[config.mk]
export PLATFORM = sky130hd
export DESIGN_NAME = pid_controller_dual_form
export DESIGN_NICKNAME = d
export VERILOG_FILES = /design/src/rtl/pidc_pkg.sv /design/src/rtl/pid_controller_dual_form.sv
export SDC_FILE = /design/constraint.sdc
export NUM_CORES = 2
export LEC_CHECK = 0
export BUFFER_PORTS_ARGS = -buffer_cell sky130_fd_sc_hd__buf_4
export CAP_MARGIN = 20
export CORE_UTILIZATION = 31
export CTS_CLUSTER_DIAMETER = 40
export DETAILED_ROUTE_END_ITERATION = 16
export GPL_TIMING_DRIVEN = 0
export SYNTH_ARGS = -nofsm -noshare
export SYNTH_HDL_FRONTEND = slang
export SYNTH_SLANG_ARGS = --single-unit
[constraint.sdc]
create_clock -name aclk -period 20.4 [get_ports aclk]
set_input_delay 4.08 -clock aclk [delete_from_list [all_inputs] [get_ports aclk]]
set_output_delay 4.08 -clock aclk [all_outputs]
set_load 0.02 [all_outputs]
[src/rtl/pidc_pkg.sv]
`timescale 1ns / 1ps
// ----------------------------------------------------------------------------
// pidc_pkg
// Widths, register indexes and reset values of the dual-form PID controller.
// ----------------------------------------------------------------------------
package pidc_pkg;

    // Sample and fixed-point format
    localparam int SAMPLE_W   = 16;             // feedback / setpoint width
    localparam int FRAC_W     = 8;              // gain fraction bits
    localparam int GAIN_W     = 16;             // signed Q8.8 gains
    localparam int ERR_W      = SAMPLE_W + 1;   // setpoint - feedback never overflows
    localparam int SUM_W      = 32;             // integral sum and its limits
    localparam int DRIVE_W    = 32;
    localparam int ACC_W      = DRIVE_W + FRAC_W;

    // Working width of the accumulator update: widest product plus headroom
    localparam int CALC_W = ((GAIN_W + SUM_W) > ACC_W) ? (GAIN_W + SUM_W + 2) : (ACC_W + 2);

    localparam logic signed [CALC_W-1:0] ACC_MAX = CALC_W'((65'sd1 <<< (ACC_W - 1)) - 65'sd1);
    localparam logic signed [CALC_W-1:0] ACC_MIN = -ACC_MAX - CALC_W'(1);

    // Configuration port
    localparam int CFG_IDX_W  = 3;
    localparam int CFG_DATA_W = 32;

    typedef enum logic [CFG_IDX_W-1:0] {
        REG_SETPOINT  = 3'd0,
        REG_GAIN_P    = 3'd1,
        REG_GAIN_I    = 3'd2,
        REG_GAIN_D    = 3'd3,
        REG_FORM_SEL  = 3'd4,
        REG_SUM_UPPER = 3'd5,
        REG_SUM_LOWER = 3'd6
    } cfg_reg_t;

    typedef enum logic {
        FORM_POSITIONAL  = 1'b0,
        FORM_INCREMENTAL = 1'b1
    } pid_form_t;

    localparam logic signed [SUM_W-1:0] SUM_UPPER_RST = {1'b0, {(SUM_W-1){1'b1}}};
    localparam logic signed [SUM_W-1:0] SUM_LOWER_RST = {1'b1, {(SUM_W-1){1'b0}}};

endpackage

[src/rtl/pid_controller_dual_form.sv]
`timescale 1ns / 1ps
// ----------------------------------------------------------------------------
// pid_controller_dual_form
// Discrete PID controller, positional or incremental form, one sample a cycle while m_ready is high.
// ----------------------------------------------------------------------------
//
//  Channel  | Ports                                   | Dir | Role
//  ---------+-----------------------------------------+-----+--------------------------
//  s_       | s_valid s_ready s_feedback              | in  | feedback sample requests
//  m_       | m_valid m_ready m_drive m_sum_clamped   | out | controller output requests
//           | m_drive_saturated                       |     |
//  cfg_     | cfg_valid cfg_ready cfg_index cfg_data  | in  | register writes
//
//  Flow   : one sample per clock sustained while m_ready stays high; the
//           accepted sample is held in the input register, then the result
//           register loads from the compute pass once it is free or drained.
//           The compute pass is the three gain multipliers plus one add tree
//           and saturation, all combinational between the two registers.
//  Reset  : aresetn low, synchronous. Gains/setpoint clear, sum limits open to
//           the full int32 range, error history and accumulator clear.
//  Stalls : the input register empties whenever the result register is free
//           or drained that cycle, so s_ready follows m_ready combinationally.
//           cfg_ready is always high; writes belong to idle periods.
//
module pid_controller_dual_form (
    input  logic                                   aclk,
    input  logic                                   aresetn,

    input  logic                                   s_valid,
    output logic                                   s_ready,
    input  logic signed [pidc_pkg::SAMPLE_W-1:0]   s_feedback,

    output logic                                   m_valid,
    input  logic                                   m_ready,
    output logic signed [pidc_pkg::DRIVE_W-1:0]    m_drive,
    output logic                                   m_sum_clamped,
    output logic                                   m_drive_saturated,

    input  logic                                   cfg_valid,
    output logic                                   cfg_ready,
    input  logic [pidc_pkg::CFG_IDX_W-1:0]         cfg_index,
    input  logic [pidc_pkg::CFG_DATA_W-1:0]        cfg_data
);
    import pidc_pkg::*;

    // ------------------------------------------------------------------
    // Configuration registers
    // ------------------------------------------------------------------
    logic signed [SAMPLE_W-1:0] setpoint_reg;
    logic signed [GAIN_W-1:0]   gain_p_reg;
    logic signed [GAIN_W-1:0]   gain_i_reg;
    logic signed [GAIN_W-1:0]   gain_d_reg;
    pid_form_t                  form_reg;
    logic signed [SUM_W-1:0]    sum_upper_reg;
    logic signed [SUM_W-1:0]    sum_lower_reg;

    assign cfg_ready = 1'b1;

    always_ff @(posedge aclk) begin
        if (!aresetn) begin
            setpoint_reg  <= '0;
            gain_p_reg    <= '0;
            gain_i_reg    <= '0;
            gain_d_reg    <= '0;
            form_reg      <= FORM_POSITIONAL;
            sum_upper_reg <= SUM_UPPER_RST;
            sum_lower_reg <= SUM_LOWER_RST;
        end else if (cfg_valid && cfg_ready) begin
            case (cfg_reg_t'(cfg_index))
                REG_SETPOINT:  setpoint_reg  <= cfg_data[SAMPLE_W-1:0];
                REG_GAIN_P:    gain_p_reg    <= cfg_data[GAIN_W-1:0];
                REG_GAIN_I:    gain_i_reg    <= cfg_data[GAIN_W-1:0];
                REG_GAIN_D:    gain_d_reg    <= cfg_data[GAIN_W-1:0];
                REG_FORM_SEL:  form_reg      <= pid_form_t'(cfg_data[0]);
                REG_SUM_UPPER: sum_upper_reg <= cfg_data[SUM_W-1:0];
                REG_SUM_LOWER: sum_lower_reg <= cfg_data[SUM_W-1:0];
                default: ;     // unmapped index: write dropped
            endcase
        end
    end

    // ------------------------------------------------------------------
    // Input register
    // ------------------------------------------------------------------
    logic                       in_valid_reg;
    logic signed [SAMPLE_W-1:0] fb_reg;
    logic                       advance;

    // Stage fires when a sample waits and the result register can take it
    assign advance = in_valid_reg && (!m_valid || m_ready);
    assign s_ready = !in_valid_reg || advance;

    always_ff @(posedge aclk) begin
        if (!aresetn) begin
            in_valid_reg <= 1'b0;
        end else if (s_ready) begin
            in_valid_reg <= s_valid;
        end
    end

    always_ff @(posedge aclk) begin
        if (s_valid && s_ready) begin
            fb_reg <= s_feedback;
        end
    end

    // ------------------------------------------------------------------
    // Controller state
    // ------------------------------------------------------------------
    logic signed [ERR_W-1:0] prev_err_reg;
    logic signed [ERR_W-1:0] older_err_reg;
    logic signed [SUM_W-1:0] error_sum_reg;
    logic signed [ACC_W-1:0] acc_reg;

    // ------------------------------------------------------------------
    // Compute pass
    // ------------------------------------------------------------------
    logic signed [ERR_W-1:0]          err;
    logic signed [ERR_W:0]            diff1;      // e - prev
    logic signed [ERR_W+1:0]          diff2;      // e - 2*prev + older
    logic signed [SUM_W:0]            sum_raw;
    logic signed [SUM_W-1:0]          sum_next;
    logic                             clamp_next;

    logic signed [ERR_W:0]            op_p;
    logic signed [SUM_W-1:0]          op_i;
    logic signed [ERR_W+1:0]          op_d;
    logic signed [GAIN_W+ERR_W:0]     prod_p;
    logic signed [GAIN_W+SUM_W-1:0]   prod_i;
    logic signed [GAIN_W+ERR_W+1:0]   prod_d;

    logic signed [CALC_W-1:0]         total;
    logic signed [ACC_W-1:0]          acc_next;
    logic                             sat_next;
    logic signed [ACC_W-1:0]          acc_shift;
    logic                             frac_nz;
    logic signed [DRIVE_W-1:0]        drive_next;

    always_comb begin
        err     = ERR_W'(setpoint_reg) - ERR_W'(fb_reg);
        diff1   = (ERR_W+1)'(err) - (ERR_W+1)'(prev_err_reg);
        diff2   = (ERR_W+2)'(err) - ((ERR_W+2)'(prev_err_reg) <<< 1)
                + (ERR_W+2)'(older_err_reg);

        // Integral clamp: the upper limit is tested first and wins
        sum_raw    = (SUM_W+1)'(error_sum_reg) + (SUM_W+1)'(err);
        clamp_next = 1'b1;
        if (sum_raw >= (SUM_W+1)'(sum_upper_reg)) begin
            sum_next = sum_upper_reg;
        end else if (sum_raw <= (SUM_W+1)'(sum_lower_reg)) begin
            sum_next = sum_lower_reg;
        end else begin
            sum_next   = sum_raw[SUM_W-1:0];
            clamp_next = 1'b0;
        end

        // One multiplier per gain; the form picks the operands
        if (form_reg == FORM_INCREMENTAL) begin
            op_p = diff1;
            op_i = SUM_W'(err);
            op_d = diff2;
        end else begin
            op_p = (ERR_W+1)'(err);
            op_i = sum_next;
            op_d = (ERR_W+2)'(diff1);
        end
        prod_p = gain_p_reg * op_p;
        prod_i = gain_i_reg * op_i;
        prod_d = gain_d_reg * op_d;

        total = CALC_W'(prod_p) + CALC_W'(prod_i) + CALC_W'(prod_d);
        if (form_reg == FORM_INCREMENTAL) begin
            total = total + CALC_W'(acc_reg);
        end

        sat_next = 1'b1;
        if (total > ACC_MAX) begin
            acc_next = ACC_MAX[ACC_W-1:0];
        end else if (total < ACC_MIN) begin
            acc_next = ACC_MIN[ACC_W-1:0];
        end else begin
            acc_next = total[ACC_W-1:0];
            sat_next = 1'b0;
        end

        // Drop the fraction, rounding toward zero on negative values
        acc_shift  = acc_next >>> FRAC_W;
        frac_nz    = |(acc_next & ACC_W'((65'd1 << FRAC_W) - 65'd1));
        drive_next = acc_shift[DRIVE_W-1:0]
                   + DRIVE_W'(acc_next[ACC_W-1] && frac_nz);
    end

    always_ff @(posedge aclk) begin
        if (!aresetn) begin
            prev_err_reg  <= '0;
            older_err_reg <= '0;
            error_sum_reg <= '0;
            acc_reg       <= '0;
        end else if (advance) begin
            prev_err_reg <= err;
            acc_reg      <= acc_next;
            if (form_reg == FORM_INCREMENTAL) begin
                older_err_reg <= prev_err_reg;
            end else begin
                error_sum_reg <= sum_next;
            end
        end
    end

    // ------------------------------------------------------------------
    // Result register
    // ------------------------------------------------------------------
    logic                      m_valid_reg;
    logic signed [DRIVE_W-1:0] drive_reg;
    logic                      sum_clamped_reg;
    logic                      drive_sat_reg;

    always_ff @(posedge aclk) begin
        if (!aresetn) begin
            m_valid_reg <= 1'b0;
        end else if (advance) begin
            m_valid_reg <= 1'b1;
        end else if (m_ready) begin
            m_valid_reg <= 1'b0;
        end
    end

    always_ff @(posedge aclk) begin
        if (advance) begin
            drive_reg       <= drive_next;
            sum_clamped_reg <= clamp_next && (form_reg == FORM_POSITIONAL);
            drive_sat_reg   <= sat_next;
        end
    end

    assign m_valid           = m_valid_reg;
    assign m_drive           = drive_reg;
    assign m_sum_clamped     = sum_clamped_reg;
    assign m_drive_saturated = drive_sat_reg;

    // ------------------------------------------------------------------
    // Assertions
    // ------------------------------------------------------------------
    a_advance_fills_output: assert property (@(posedge aclk) disable iff (!aresetn)
        advance |=> m_valid_reg)
        else $error("result register empty after a compute pass");

    a_incr_keeps_sum: assert property (@(posedge aclk) disable iff (!aresetn)
        advance && (form_reg == FORM_INCREMENTAL) |=> $stable(error_sum_reg))
        else $error("integral sum moved in incremental form");

    a_clamp_to_limit: assert property (@(posedge aclk) disable iff (!aresetn)
        advance && (form_reg == FORM_POSITIONAL) && clamp_next
        |=> (error_sum_reg == $past(sum_upper_reg))
            || (error_sum_reg == $past(sum_lower_reg)))
        else $error("clamped sum is not a limit");

    a_sat_drive_at_rail: assert property (@(posedge aclk) disable iff (!aresetn)
        m_valid_reg && drive_sat_reg
        |-> (drive_reg == {1'b0, {(DRIVE_W-1){1'b1}}})
            || (drive_reg == {1'b1, {(DRIVE_W-1){1'b0}}}))
        else $error("saturated result not at a rail");

endmodule
==> impl_results.md <==
- DR vias: 53443
- Post-synth EDFFs: 50
- Final setup TNS: 0 ps
- Final setup vio count: 0
- CP peak stage delay: 670 ps
- Top routing layer in use: met5
- H-tree depth: 2
- Final Hold Vio Count: 0
- Die W: 457.7 µm
- Design area: 0.07329 mm²
- Vias in the first global route: 55384
- Max Cap Viol: 0
- Die ar.: 0.2095 mm²
- Input/output buffers: 90
- Gate Count Post-Synth: 7408
- Vias/cell: 5.130
- Initial antenna violation count: 5
- DRT Pass-1 Iters: 6
- Drt first-iter violations: 4581
- Register area: 0.006246 mm²
- Most frequent cells in the layout: 1396 x inv_1, 1309 x fa_1, 1299 x nand2_1
- Io pins: 93
- YS warnings: 0
- DR WL met2: 103200 µm
- Top cell by count, worst path: fa_1
- Clock Tree Buf Depth: 3
- Wire per inst: 22.70 µm
- Pre-CTS setup slack: -4913 ps
- Class of the worst hold path: reg -> reg
- Final Power: 9.427 mW
- Cell area power density: 128.6 mW/mm²
- Root buffer selected by CTS: clkbuf_16
- Synth-to-Final Area Change: 13.83%
- Initial Utilization: 31.34%
- CTS clk-pin slew, worst paths: 60 ps
- Largest net degree at the start of global routing: 34
- Worst vdd ir: 174.9 µV
- CP Max Fanout: 10
- First-pass GRT wire length: 356600 µm
- Total CTS buffers: 58
- Crit Path Class: reg -> reg
- Relative slew slack: 15.34%
- Nets: 9486
- Global route total overflow: 0
- Status: complete, no violations
- Post-CTS Hold Fix Bufs: 0
- CP required: 20770 ps
- Final wirelength: 236500 µm
- Remaining antenna violation count: 0
- P_leak: 34.52 nW
- # clock sinks: 287
- Clock Latency Late Sink: 670 ps
- Cell Area, Synth: 0.06439 mm²
- Area of the multi-input gates: 0.05297 mm²
- Syn Area/Cell: 8.691 µm²
- Most common cell after layout, fill and taps aside: inv_1
- FMAX: 0.04992 GHz
- Layout filler cell count: 20884
- CTS tree: built
- Post-synth ARST share: 0%
- Layout cells sized above 1: 9.103%
- RSZ-0062 raised after global routing: yes
- Pins Over Slew Limit: 0
- Row Count: 166
- Crit path DAT: 20410 ps
- Height of the chip: 457.7 µm
- Total nets after synthesis: 9221
- Post-Place Cell Area: 0.06895 mm²
- Crit path capture type: flop
- Post-layout minimum cycle time: 20030 ps
- Drt drc: 0
- Slowest CP cell: nor4_1
- Final setup margin: 369.2 ps
- WL met3: 20280 µm
- Tightest Pin Transition: 1266 ps
- Synth cell types: 97
- HPWL Detailed: 203000 µm
- Sequential fraction of the synthesis area: 9.701%
- Total Routing Usage GR: 22.67%
- Final RePlAce weighted congestion: 1.015
- Fin Clk Skew: 51.24 ps
- Worst setup SP type: flop
- Core area: 0.2054 mm²
- Met1 WL: 99360 µm
- #FFs+latches synth: 287
- Period utilisation layout: 98.19%
- Ys flop type: dfxtp_1
- Max reg flops: 40
## Yosys cell counts, types with 59 or more instances
master	number	share of area, %
inv_1	1403	8.2
fa_1	1324	41
nand2_1	1303	7.6
ha_1	433	8.4
a21oi_1	367	2.9
and2_1	335	3.3
clkbuf_1	297	1.7
nor2_1	284	1.7
dfxtp_1	237	7.4
o21ai_0	147	1.1
a21o_1	104	1.2
xnor2_1	100	1.4
nor3_1	73	0.57
o211ai_1	67	0.78
nand3_1	65	0.51
mux2i_1	59	0.92
## area by class of cell
class                           count  area share (%)
Multi-Input combinational cell   5373           72.27
Sequential cell                   287           8.523
Inverter                         1405           7.217
Tap cell                         2688           4.589
Timing Repair Buffer              212           2.499
Clock buffer                       63           2.076
Buffer                            335           2.054
Clock inverter                     47          0.7375
Antenna cell                        7         0.02390
Timing Repair inverter              1         0.01024
## per-layer routing
| layer | vias up | global-route usage, % |
|---|---|---|
| met2 | 2188 | 34.89 |
| met3 | 493 | 4.533 |
| met5 | - | 0 |
| met1 | 27099 | 30.51 |
| li1 | 23658 | - |
| met4 | 5 | 10.54 |
## logic make-up (layout without fill, tap and decap cells)
logic type / after synthesis / after routing / share of synthesized area [%]
other: 1 / 8 / 0.005824
XOR/XNOR: 149 / 149 / 2.039
buffers and inverters: 1748 / 2063 / 10.24
AND/OR/NAND/NOR: 2320 / 2320 / 16.28
multiplexers: 98 / 98 / 1.599
AO/OA/AOI/OAI: 1048 / 1048 / 10.55
flip-flops: 287 / 287 / 9.701
adder cells (fa/ha/maj): 1757 / 1757 / 49.58
## stage by stage
stage / hold slack [ps] / cells / util, %
finish: 455.5 / 10418 / 35.68
CTS: 455.3 / 10368 / 35.14
global placement: 445.3 / 10186 / 33.31
detailed placement: 447.9 / 10229 / 33.57
global route: 477.5 / 10411 / 35.67
floorplan: 431.9 / 7408 / -
## power by group
part           total, mW  switching, mW  internal (mW)
logic               7.64           4.99           2.65
clock network       1.02          0.406          0.612
registers          0.764         0.0529          0.711
total               9.43           5.45           3.98
## worst max-delay path: cells and delay by family (launching register included)
family | cells | cell delay [ps]
AO/OA/AOI/OAI | 30 | 6210
XOR/XNOR | 2 | 310
adder cells (fa/ha/maj) | 15 | 6210
buffers and inverters | 17 | 2360
flip-flops | 1 | 390
multiplexers | 1 | 330
AND/OR/NAND/NOR | 15 | 3890
## final timing paths
path / startpoint / endpoint / slack (ps) / depth (start not counted)
setup / recovery: fb_reg[1]$_DFFE_PP_ / m_drive[21]$_DFFE_PP_ / 370 / 80
hold / removal: sum_lower_reg[20]$_SDFFE_PN0P_ / sum_lower_reg[20]$_SDFFE_PN0P_ / 460 / 2
hold reg to reg: sum_lower_reg[20]$_SDFFE_PN0P_ / sum_lower_reg[20]$_SDFFE_PN0P_ / 460 / 2
setup reg to reg: fb_reg[1]$_DFFE_PP_ / m_drive[21]$_DFFE_PP_ / 370 / 80
## what timing repair did
item,in CTS,in global routing
resized for setup,249,194
buffers inserted,34,38
endpoints found under the setup margin,73,63
pin swaps,27,55
gates cloned,1,3
Power figures use the tool's default switching activity.
